===== src/bb2d_pkg.sv =====
`timescale 1ns / 1ps
// ----------------------------------------------------------------------------
// bb2d_pkg
// Shared constants and types of the 2x2 box blur with decay.
// ----------------------------------------------------------------------------
package bb2d_pkg;

    localparam int PIX_W   = 8;
    localparam int CFG_W   = 7;
    localparam int COORD_W = 6;
    localparam int APB_AW  = 4;
    localparam int APB_DW  = 32;

    localparam logic [1:0] REG_FRAME_WIDTH  = 2'd0;
    localparam logic [1:0] REG_FRAME_HEIGHT = 2'd1;
    localparam logic [1:0] REG_DECAY_AMOUNT = 2'd2;

    localparam logic [CFG_W-1:0] FRAME_WIDTH_RST  = 7'd45;
    localparam logic [CFG_W-1:0] FRAME_HEIGHT_RST = 7'd35;
    localparam logic [PIX_W-1:0] DECAY_AMOUNT_RST = 8'd8;

    // position flags of one pixel, used to build its result set
    typedef struct packed {
        logic has_up;
        logic has_left;
        logic last_col;
        logic last_row;
    } pos_flags_t;

endpackage


===== src/bb2d_ram.sv =====
`timescale 1ns / 1ps
// ----------------------------------------------------------------------------
// bb2d_ram
// Simple dual-port RAM, one write and one registered read port.
// A read at the address being written returns the old data.
// ----------------------------------------------------------------------------
module bb2d_ram #(
    parameter int WIDTH = 8,
    parameter int DEPTH = 64
) (
    input  logic                     aclk,
    input  logic                     wr_en,
    input  logic [$clog2(DEPTH)-1:0] wr_addr,
    input  logic [WIDTH-1:0]         wr_data,
    input  logic                     rd_en,
    input  logic [$clog2(DEPTH)-1:0] rd_addr,
    output logic [WIDTH-1:0]         rd_data
);

    logic [WIDTH-1:0] mem [DEPTH];
    logic [WIDTH-1:0] rd_data_reg;

    always_ff @(posedge aclk) begin
        if (wr_en) begin
            mem[wr_addr] <= wr_data;
        end
        if (rd_en) begin
            rd_data_reg <= mem[rd_addr];
        end
    end

    assign rd_data = rd_data_reg;

endmodule


===== src/bb2d_pos.sv =====
`timescale 1ns / 1ps
// ----------------------------------------------------------------------------
// bb2d_pos
// Input stage: raster position tracking, line store access and the
// holding register of the pixel whose upper neighbour is being read.
// ----------------------------------------------------------------------------
module bb2d_pos #(
    parameter int MAX_WIDTH  = 64,
    parameter int MAX_HEIGHT = 64
) (
    input  logic                                 aclk,
    input  logic                                 aresetn,
    input  logic                                 s_valid,
    output logic                                 s_ready,
    input  logic [bb2d_pkg::PIX_W-1:0]           s_pixel_value,
    input  logic                                 s_frame_start,
    input  logic [bb2d_pkg::CFG_W-1:0]           cfg_width,
    input  logic [bb2d_pkg::CFG_W-1:0]           cfg_height,
    input  logic                                 advance,
    output logic                                 ram_en,
    output logic [$clog2(MAX_WIDTH)-1:0]         ram_addr,
    output logic [bb2d_pkg::PIX_W-1:0]           ram_wdata,
    output logic                                 s1_valid,
    output logic [$clog2(MAX_WIDTH)-1:0]         s1_col,
    output logic [$clog2(MAX_HEIGHT)-1:0]        s1_row,
    output logic [bb2d_pkg::PIX_W-1:0]           s1_pixel,
    output logic [bb2d_pkg::PIX_W-1:0]           s1_left,
    output bb2d_pkg::pos_flags_t                 s1_flags
);

    localparam int CW = $clog2(MAX_WIDTH);
    localparam int RW = $clog2(MAX_HEIGHT);
    localparam int WW = ($clog2(MAX_WIDTH + 1) > bb2d_pkg::CFG_W) ?
                        $clog2(MAX_WIDTH + 1) : bb2d_pkg::CFG_W;
    localparam int HW = ($clog2(MAX_HEIGHT + 1) > bb2d_pkg::CFG_W) ?
                        $clog2(MAX_HEIGHT + 1) : bb2d_pkg::CFG_W;

    logic [CW-1:0]              col_reg, col_next;
    logic [RW-1:0]              row_reg, row_next;
    logic [bb2d_pkg::PIX_W-1:0] left_reg;
    logic                       s1_valid_reg;
    logic [CW-1:0]              s1_col_reg;
    logic [RW-1:0]              s1_row_reg;
    logic [bb2d_pkg::PIX_W-1:0] s1_pixel_reg;
    logic [bb2d_pkg::PIX_W-1:0] s1_left_reg;
    bb2d_pkg::pos_flags_t       s1_flags_reg;

    logic [WW-1:0]        w_eff, c_w, c_inc;
    logic [HW-1:0]        h_eff, r_w, r_inc;
    logic                 accept;
    bb2d_pkg::pos_flags_t cur_flags;

    always_comb begin
        w_eff = WW'(cfg_width);
        if (w_eff < WW'(2)) begin
            w_eff = WW'(2);
        end else if (w_eff > WW'(MAX_WIDTH)) begin
            w_eff = WW'(MAX_WIDTH);
        end
        h_eff = HW'(cfg_height);
        if (h_eff < HW'(2)) begin
            h_eff = HW'(2);
        end else if (h_eff > HW'(MAX_HEIGHT)) begin
            h_eff = HW'(MAX_HEIGHT);
        end
    end

    always_comb begin
        c_w = s_frame_start ? '0 : WW'(col_reg);
        r_w = s_frame_start ? '0 : HW'(row_reg);
        if (c_w >= w_eff) begin
            c_w = '0;
            r_w = r_w + HW'(1);
        end
        if (r_w >= h_eff) begin
            r_w = '0;
        end
        cur_flags.has_up   = (r_w != '0);
        cur_flags.has_left = (c_w != '0);
        cur_flags.last_col = (c_w == w_eff - WW'(1));
        cur_flags.last_row = (r_w == h_eff - HW'(1));
        c_inc = c_w + WW'(1);
        r_inc = r_w;
        if (c_inc >= w_eff) begin
            c_inc = '0;
            r_inc = r_w + HW'(1);
            if (r_inc >= h_eff) begin
                r_inc = '0;
            end
        end
        col_next = CW'(c_inc);
        row_next = RW'(r_inc);
    end

    assign s_ready   = !s1_valid_reg || advance;
    assign accept    = s_valid && s_ready;
    assign ram_en    = accept;
    assign ram_addr  = CW'(c_w);
    assign ram_wdata = s_pixel_value;

    always_ff @(posedge aclk) begin
        if (!aresetn) begin
            col_reg      <= '0;
            row_reg      <= '0;
            left_reg     <= '0;
            s1_valid_reg <= 1'b0;
        end else begin
            if (accept) begin
                col_reg      <= col_next;
                row_reg      <= row_next;
                left_reg     <= s_pixel_value;
                s1_valid_reg <= 1'b1;
            end else if (advance) begin
                s1_valid_reg <= 1'b0;
            end
        end
    end

    always_ff @(posedge aclk) begin
        if (accept) begin
            s1_col_reg   <= CW'(c_w);
            s1_row_reg   <= RW'(r_w);
            s1_pixel_reg <= s_pixel_value;
            s1_left_reg  <= left_reg;
            s1_flags_reg <= cur_flags;
        end
    end

    assign s1_valid = s1_valid_reg;
    assign s1_col   = s1_col_reg;
    assign s1_row   = s1_row_reg;
    assign s1_pixel = s1_pixel_reg;
    assign s1_left  = s1_left_reg;
    assign s1_flags = s1_flags_reg;

endmodule


===== src/bb2d_emit.sv =====
`timescale 1ns / 1ps
// ----------------------------------------------------------------------------
// bb2d_emit
// Blur arithmetic on the pixel, its line store neighbour and the held
// neighbours, and a result buffer emitting one transaction per m_ready cycle.
// ----------------------------------------------------------------------------
module bb2d_emit #(
    parameter int MAX_WIDTH  = 64,
    parameter int MAX_HEIGHT = 64
) (
    input  logic                                 aclk,
    input  logic                                 aresetn,
    input  logic                                 s1_valid,
    input  logic [$clog2(MAX_WIDTH)-1:0]         s1_col,
    input  logic [$clog2(MAX_HEIGHT)-1:0]        s1_row,
    input  logic [bb2d_pkg::PIX_W-1:0]           s1_pixel,
    input  logic [bb2d_pkg::PIX_W-1:0]           s1_left,
    input  bb2d_pkg::pos_flags_t                 s1_flags,
    input  logic [bb2d_pkg::PIX_W-1:0]           up_pixel,
    input  logic [bb2d_pkg::PIX_W-1:0]           decay,
    output logic                                 advance,
    output logic                                 m_valid,
    input  logic                                 m_ready,
    output logic [bb2d_pkg::COORD_W-1:0]         m_out_col,
    output logic [bb2d_pkg::COORD_W-1:0]         m_out_row,
    output logic [bb2d_pkg::PIX_W-1:0]           m_out_value,
    output logic                                 m_run_last,
    output logic                                 m_frame_done
);

    localparam int CW    = $clog2(MAX_WIDTH);
    localparam int RW    = $clog2(MAX_HEIGHT);
    localparam int NRES  = 4;
    localparam int SUM_W = bb2d_pkg::PIX_W + 2;

    localparam logic [1:0] RES_INNER  = 2'd0;
    localparam logic [1:0] RES_RIGHT  = 2'd1;
    localparam logic [1:0] RES_BOTTOM = 2'd2;
    localparam logic [1:0] RES_CORNER = 2'd3;

    function automatic logic [bb2d_pkg::PIX_W-1:0] decayed(
        input logic [SUM_W-1:0]           sum,
        input logic [bb2d_pkg::PIX_W-1:0] amount
    );
        logic [bb2d_pkg::PIX_W-1:0] dot;
        dot = sum[SUM_W-1:2];
        return (dot <= amount) ? '0 : dot - amount;
    endfunction

    logic [NRES-1:0]            mask_reg, mask_next;
    logic [bb2d_pkg::PIX_W-1:0] val_reg [NRES];
    logic [CW-1:0]              col_reg, colm1_reg;
    logic [RW-1:0]              row_reg, rowm1_reg;
    logic [bb2d_pkg::PIX_W-1:0] ul_reg;

    logic [NRES-1:0]            new_mask, sel_oh;
    logic [1:0]                 sel_idx;
    logic [SUM_W-1:0]           sum_inner, sum_right, sum_bottom;
    logic                       out_fire, last_pending, can_load;

    assign sum_inner  = SUM_W'(ul_reg) + SUM_W'(up_pixel) + SUM_W'(s1_left)
                        + SUM_W'(s1_pixel);
    assign sum_right  = SUM_W'(up_pixel) + SUM_W'(s1_pixel);
    assign sum_bottom = SUM_W'(s1_left) + SUM_W'(s1_pixel);

    always_comb begin
        new_mask             = '0;
        new_mask[RES_INNER]  = s1_flags.has_up && s1_flags.has_left;
        new_mask[RES_RIGHT]  = s1_flags.has_up && s1_flags.last_col;
        new_mask[RES_BOTTOM] = s1_flags.last_row && s1_flags.has_left;
        new_mask[RES_CORNER] = s1_flags.last_row && s1_flags.last_col;
    end

    always_comb begin
        sel_idx = RES_CORNER;
        for (int i = NRES - 1; i >= 0; i--) begin
            if (mask_reg[i]) begin
                sel_idx = 2'(i);
            end
        end
        sel_oh          = '0;
        sel_oh[sel_idx] = 1'b1;
    end

    assign m_valid      = (mask_reg != '0);
    assign out_fire     = m_valid && m_ready;
    assign last_pending = ((mask_reg & (mask_reg - NRES'(1))) == '0);
    assign can_load     = !m_valid || (out_fire && last_pending);
    assign advance      = s1_valid && can_load;

    always_comb begin
        mask_next = mask_reg;
        if (advance) begin
            mask_next = new_mask;
        end else if (out_fire) begin
            mask_next = mask_reg & ~sel_oh;
        end
    end

    always_ff @(posedge aclk) begin
        if (!aresetn) begin
            mask_reg <= '0;
            ul_reg   <= '0;
        end else begin
            mask_reg <= mask_next;
            if (advance) begin
                ul_reg <= up_pixel;
            end
        end
    end

    always_ff @(posedge aclk) begin
        if (advance) begin
            val_reg[RES_INNER]  <= decayed(sum_inner, decay);
            val_reg[RES_RIGHT]  <= decayed(sum_right, decay);
            val_reg[RES_BOTTOM] <= decayed(sum_bottom, decay);
            val_reg[RES_CORNER] <= '0;
            col_reg             <= s1_col;
            colm1_reg           <= s1_col - CW'(1);
            row_reg             <= s1_row;
            rowm1_reg           <= s1_row - RW'(1);
        end
    end

    always_comb begin
        case (sel_idx)
            RES_INNER: begin
                m_out_col = bb2d_pkg::COORD_W'(colm1_reg);
                m_out_row = bb2d_pkg::COORD_W'(rowm1_reg);
            end
            RES_RIGHT: begin
                m_out_col = bb2d_pkg::COORD_W'(col_reg);
                m_out_row = bb2d_pkg::COORD_W'(rowm1_reg);
            end
            RES_BOTTOM: begin
                m_out_col = bb2d_pkg::COORD_W'(colm1_reg);
                m_out_row = bb2d_pkg::COORD_W'(row_reg);
            end
            default: begin
                m_out_col = bb2d_pkg::COORD_W'(col_reg);
                m_out_row = bb2d_pkg::COORD_W'(row_reg);
            end
        endcase
    end

    assign m_out_value  = val_reg[sel_idx];
    assign m_run_last   = last_pending;
    assign m_frame_done = (sel_idx == RES_CORNER);

endmodule


===== src/box_blur_2x2_decay.sv =====
`timescale 1ns / 1ps
// ----------------------------------------------------------------------------
// box_blur_2x2_decay
// Streaming 2x2 box blur with decay over a raster pixel stream.
// ----------------------------------------------------------------------------
// At most one pixel is accepted per clock. Each pixel completes 0 to 4 blurred
// results, which leave one transaction per clock while the result port is
// ready. A pixel holds the input until its last result leaves. With the
// result port always ready, a full-rate input slows at the last column of
// every row from row 1 on, at each pixel of the bottom row after column 0, and
// most at the lower-right corner. Stalls on the result port add to this. The
// previous row sits in a dual-port line store of MAX_WIDTH entries, read and
// rewritten at the pixel's column in the cycle it is accepted. Pixels are
// registered in the input stage, results in the result buffer. Configuration
// is written over the APB port (frame_width at 0x0, frame_height at 0x4,
// decay_amount at 0x8) while the block is idle, which only the user ensures.
module box_blur_2x2_decay #(
    parameter int MAX_WIDTH  = 64,
    parameter int MAX_HEIGHT = 64
) (
    input  logic                            aclk,
    input  logic                            aresetn,
    input  logic                            psel,
    input  logic                            penable,
    input  logic                            pwrite,
    input  logic [bb2d_pkg::APB_AW-1:0]     paddr,
    input  logic [bb2d_pkg::APB_DW-1:0]     pwdata,
    output logic [bb2d_pkg::APB_DW-1:0]     prdata,
    output logic                            pready,
    input  logic                            s_valid,
    output logic                            s_ready,
    input  logic [bb2d_pkg::PIX_W-1:0]      s_pixel_value,
    input  logic                            s_frame_start,
    output logic                            m_valid,
    input  logic                            m_ready,
    output logic [bb2d_pkg::COORD_W-1:0]    m_out_col,
    output logic [bb2d_pkg::COORD_W-1:0]    m_out_row,
    output logic [bb2d_pkg::PIX_W-1:0]      m_out_value,
    output logic                            m_run_last,
    output logic                            m_frame_done
);

    localparam int CW = $clog2(MAX_WIDTH);
    localparam int RW = $clog2(MAX_HEIGHT);

    logic [bb2d_pkg::CFG_W-1:0] frame_width_reg, frame_height_reg;
    logic [bb2d_pkg::PIX_W-1:0] decay_amount_reg;
    logic                       cfg_write;

    logic                       advance, ram_en, s1_valid;
    logic [CW-1:0]              ram_addr, s1_col;
    logic [RW-1:0]              s1_row;
    logic [bb2d_pkg::PIX_W-1:0] ram_wdata, ram_rdata, s1_pixel, s1_left;
    bb2d_pkg::pos_flags_t       s1_flags;

    assign pready    = 1'b1;
    assign cfg_write = psel && penable && pwrite && pready;

    always_ff @(posedge aclk) begin
        if (!aresetn) begin
            frame_width_reg  <= bb2d_pkg::FRAME_WIDTH_RST;
            frame_height_reg <= bb2d_pkg::FRAME_HEIGHT_RST;
            decay_amount_reg <= bb2d_pkg::DECAY_AMOUNT_RST;
        end else if (cfg_write) begin
            case (paddr[3:2])
                bb2d_pkg::REG_FRAME_WIDTH: begin
                    frame_width_reg <= pwdata[bb2d_pkg::CFG_W-1:0];
                end
                bb2d_pkg::REG_FRAME_HEIGHT: begin
                    frame_height_reg <= pwdata[bb2d_pkg::CFG_W-1:0];
                end
                bb2d_pkg::REG_DECAY_AMOUNT: begin
                    decay_amount_reg <= pwdata[bb2d_pkg::PIX_W-1:0];
                end
                default: begin
                end
            endcase
        end
    end

    always_comb begin
        case (paddr[3:2])
            bb2d_pkg::REG_FRAME_WIDTH:  prdata = bb2d_pkg::APB_DW'(frame_width_reg);
            bb2d_pkg::REG_FRAME_HEIGHT: prdata = bb2d_pkg::APB_DW'(frame_height_reg);
            bb2d_pkg::REG_DECAY_AMOUNT: prdata = bb2d_pkg::APB_DW'(decay_amount_reg);
            default:                    prdata = '0;
        endcase
    end

    bb2d_pos #(
        .MAX_WIDTH  (MAX_WIDTH),
        .MAX_HEIGHT (MAX_HEIGHT)
    ) u_pos (
        .aclk          (aclk),
        .aresetn       (aresetn),
        .s_valid       (s_valid),
        .s_ready       (s_ready),
        .s_pixel_value (s_pixel_value),
        .s_frame_start (s_frame_start),
        .cfg_width     (frame_width_reg),
        .cfg_height    (frame_height_reg),
        .advance       (advance),
        .ram_en        (ram_en),
        .ram_addr      (ram_addr),
        .ram_wdata     (ram_wdata),
        .s1_valid      (s1_valid),
        .s1_col        (s1_col),
        .s1_row        (s1_row),
        .s1_pixel      (s1_pixel),
        .s1_left       (s1_left),
        .s1_flags      (s1_flags)
    );

    bb2d_ram #(
        .WIDTH (bb2d_pkg::PIX_W),
        .DEPTH (MAX_WIDTH)
    ) u_line_store (
        .aclk    (aclk),
        .wr_en   (ram_en),
        .wr_addr (ram_addr),
        .wr_data (ram_wdata),
        .rd_en   (ram_en),
        .rd_addr (ram_addr),
        .rd_data (ram_rdata)
    );

    bb2d_emit #(
        .MAX_WIDTH  (MAX_WIDTH),
        .MAX_HEIGHT (MAX_HEIGHT)
    ) u_emit (
        .aclk         (aclk),
        .aresetn      (aresetn),
        .s1_valid     (s1_valid),
        .s1_col       (s1_col),
        .s1_row       (s1_row),
        .s1_pixel     (s1_pixel),
        .s1_left      (s1_left),
        .s1_flags     (s1_flags),
        .up_pixel     (ram_rdata),
        .decay        (decay_amount_reg),
        .advance      (advance),
        .m_valid      (m_valid),
        .m_ready      (m_ready),
        .m_out_col    (m_out_col),
        .m_out_row    (m_out_row),
        .m_out_value  (m_out_value),
        .m_run_last   (m_run_last),
        .m_frame_done (m_frame_done)
    );

endmodule


===== config.mk =====
export PLATFORM = sky130hd
export DESIGN_NAME = box_blur_2x2_decay
export DESIGN_NICKNAME = d
export VERILOG_FILES = /design/src/bb2d_pkg.sv /design/src/bb2d_ram.sv /design/src/bb2d_pos.sv /design/src/bb2d_emit.sv /design/src/box_blur_2x2_decay.sv
export SDC_FILE = /design/constraint.sdc
export NUM_CORES = 1
export LEC_CHECK = 0
export BUFFER_PORTS_ARGS = -buffer_cell sky130_fd_sc_hd__buf_2
export CORE_ASPECT_RATIO = 1.1
export CORE_UTILIZATION = 37
export DETAILED_ROUTE_END_ITERATION = 10
export PLACE_DENSITY = 0.64
export SKIP_LAST_GASP = 1
export SYNTH_ARGS = -nofsm -noshare
export SYNTH_HDL_FRONTEND = slang
export SYNTH_SLANG_ARGS = --single-unit

===== constraint.sdc =====
create_clock -name aclk -period 8.28 [get_ports aclk]
set_clock_uncertainty 0.15 [all_clocks]
set_input_delay 1.656 -clock aclk [delete_from_list [all_inputs] [get_ports aclk]]
set_output_delay 1.656 -clock aclk [all_outputs]
set_load 0.02 [all_outputs]

==> run_results.csv <==
group,metric,value,unit
clock_network,cts.clk_slew.worst_paths,0.07,ns
worst_setup_path,slowest_delay,0.48,ns
synthesis,netlist_area,28600,sq um
drt,via_count,17015,
die,rows,106,
die,start_util,37.5,%
drt,antenna_left,0,
synthesis,synth.most_common_cell,"edfxtp_1",
layout,drive_above_1_share,12.8,%
placed_design,place.gp.congestion,0.827,
sta,max_freq,137,MHz
min_path,holdCritStartpoint,"u_pos.left_reg[6]$_SDFFE_PN0P_",
synthesis,synth_ff_type,"edfxtp_1",
sta,grt_setup_unrepaired,"false",
clock_network,cts.sinks,655,
worst_setup_path,reg2reg_slack,1.25,ns
drt,wl_per_cell,21.4,microns
power_and_ir_drop,p_clk_share,39.9,%
power_and_ir_drop,pwr-share-seq,50.3,%
min_path,hp-class,"register to register",
die,fp.dieH,293,microns
worst_setup_path,r2r-start,"u_pos.col_reg[0]$_SDFFE_PN0P_",
layout,nNetsFinal,2218,
synthesis,avgSynthCellArea,14.3,sq um
placed_design,place_hpwl,43.1,mm
worst_setup_path,path_class,"input port to register",
clock_network,cts_tree,"yes",
drt,drt_iter0_drc,1860,
min_path,holdPathStages,0,
power_and_ir_drop,p_per_area,232,nW/um^2
sta,final-max-slew-violation-count,0,
drt,viasPerCell,5.41,
worst_setup_path,worstRegToRegCells,24,
layout,largest_reg_flops,512,
sta,tightest_slew,1.19,ns
global_routing,grt_start_max_net_pins,67,
worst_setup_path,path_delay_family,"compound AO/OA/AOI/OAI gates",
synthesis,synth.distinct_cells,88,
worst_setup_path,worstSetupStartpointType,"input port",
worst_setup_path,slowest_stage,"nor2_1",
global_routing,antenna_found_initial,2,
synthesis,yosys.area.top_type,"edfxtp_1",
synthesis,synth_edf_count,600,
layout,nFillCells,6839,
global_routing,grt_pass1_wl,102,mm
flow_run,cap_viol_max_count,0,
layout,areaGrowthSynthToFinish,12.2,%
clock_network,cts_buffers,68,
clock_network,h-tree-depth,3,
sta,setup_viol,0,
sta,fin_ws,0.978,ns
min_path,min_to,"u_pos.s1_left[6]$_DFFE_PP_",
global_routing,grt_pass1_vias,16787,
die,io_pins,109,
power_and_ir_drop,comb_power_share,9.8,%
drt,drt_wl_total,67.3,mm
layout,multiInputGateArea,8640,sq um
worst_setup_path,path_max_fanout,14,
sta,setup_tns,0,ns
clock_network,cts.repair.resized,0,
clock_network,cts_buffer_depth,3,
sta,post-route-min-period,7.30,ns
sta,post-route-period-util,88.2,%
power_and_ir_drop,switching_share,23.3,%
worst_setup_path,worst_ep_required_time,8.65,ns
clock_network,hold_buffers,0,
worst_setup_path,crit_path_end_kind,"register",
worst_setup_path,cp_common_cell,"ha_1",
synthesis,synthArstFlopShare,0,%
drt,dr.pass1.iters,8,
die,fp.dieArea,78300,sq um
worst_setup_path,worst-path-buf-inv,3,
power_and_ir_drop,p_leak,10.7,nW
clock_network,cts-root-buf,"clkbuf_16",
drt,drc,0,
worst_setup_path,reg2reg_to,"u_pos.row_reg[4]$_SDFFE_PN0P_",
synthesis,synth_top_area_share,63.1,%
synthesis,ys_top_cells_by_area,"edfxtp_1, dfxtp_1, ha_1",
die,die_w,267,microns
synthesis,netlist_instances,2001,
synthesis,ys_warn_count,0,
worst_setup_path,critPathArrivalTime,7.68,ns
placed_design,place_ws,0.412,ns
placed_design,port_buffers,57,
global_routing,grt_overflow,0,
die,core_area,76100,sq um
synthesis,ys_seq_area_share,67.0,%
synthesis,synthTopCellsByCount,"edfxtp_1, nor2_1, nand2_1",
power_and_ir_drop,intPower,0.00569,W
global_routing,gr-usage-all-layers,17.2,%
sta,slew_headroom,20.1,%
outcome,status,"complete, no violations",
clock_network,cts_setup_buffers,0,
layout,n_antenna_cell,0,
sta,hold_viol_final,0,
clock_network,clk-insertion-delay-late,0.62,ns
synthesis,synth_seq_cells,655,
layout,regArea,19100,sq um
power_and_ir_drop,peakVddDrop,150,uV
power_and_ir_drop,power.switching,0.00173,W
## worst max path at each step
stage	from	endpoint	slack (ns)	cells after the start
after CTS	s_frame_start	u_pos.row_reg[4]$_SDFFE_PN0P_	1.03	25
after global placement	s_frame_start	u_pos.row_reg[4]$_SDFFE_PN0P_	0.49	25
after detailed placement	s_frame_start	u_pos.row_reg[4]$_SDFFE_PN0P_	0.41	25
after global routing	s_frame_start	u_pos.row_reg[5]$_SDFFE_PN0P_	0.53	25
after floorplan	s_frame_start	u_pos.row_reg[4]$_SDFFE_PN0P_	1.41	25
final	s_frame_start	u_pos.row_reg[4]$_SDFFE_PN0P_	0.98	25
## metal layers
metal	up-vias	global-route usage, %	wire (microns)
met1	8349	22.9	28500
li1	7853	-	-
met2	703	28.5	32300
met5	-	0	13
met4	2	5.21	1690
met3	108	3.08	4790
## layout by cell type (no fill, tap or decap), types with 25 or more instances in the layout
| cell | count |
|---|---|
| nand2_1 | 119 |
| o21ai_0 | 43 |
| conb_1 | 25 |
| clkbuf_16 | 70 |
| xnor2_1 | 39 |
| edfxtp_1 | 600 |
| a22oi_1 | 103 |
| mux2_2 | 34 |
| nor3_1 | 30 |
| buf_4 | 29 |
| nor2_1 | 158 |
| buf_2 | 57 |
| nor2b_1 | 33 |
| mux2i_1 | 56 |
| a31oi_1 | 52 |
| inv_1 | 76 |
| dfxtp_1 | 55 |
| a21oi_1 | 46 |
| a222oi_1 | 55 |
| ha_1 | 88 |
## cells by family (layout without fill, tap and decap cells)
kind of cell / count (synthesis) / count (layout) / share of synthesized area [%]
compound gates: 421 / 421 / 11.1
xor+xnor: 57 / 57 / 1.75
fa+ha+maj: 101 / 101 / 4.73
buf+inv: 195 / 291 / 3.19
flops: 655 / 655 / 67.0
mux: 122 / 122 / 4.88
other cells: 2 / 25 / 0.0263
simple gates: 448 / 448 / 7.35
## power groups by stage
stage	sequential, W	clock [W]	combinational, W
final	0.00373	0.00296	0.000725
after global routing	0.00373	0.00315	0.000821
after CTS	0.00373	0.00301	0.000730
after detailed placement	0.00380	0	0.000727
after global placement	0.00380	0	0.000710
after floorplan	0.00378	0	0.000550
## cell type report
type                    instances  area share (%)
repair buffers                 87            1.63
clock buffers                  93            5.74
clock inverters                31            1.00
well taps                    1026            4.01
multi-input cells            1174            27.0
flip-flops and latches        655            59.7
inverters                      80           0.941
## stage by stage
stage / total power, W / util (%) / hold slack [ns] / std cells / area (sq um)
floorplan: 0.00433 / - / 0.258 / 2024 / 28600
global placement: 0.00451 / 39.2 / 0.263 / 3022 / 29900
detailed placement: 0.00453 / 39.2 / 0.265 / 3022 / 29900
CTS: 0.00747 / 42.1 / 0.280 / 3146 / 32000
global route: 0.00770 / 42.1 / 0.290 / 3146 / 32000
finish: 0.00742 / 42.1 / 0.279 / 3146 / 32000
No activity file was read; power rests on OpenSTA's default activity.
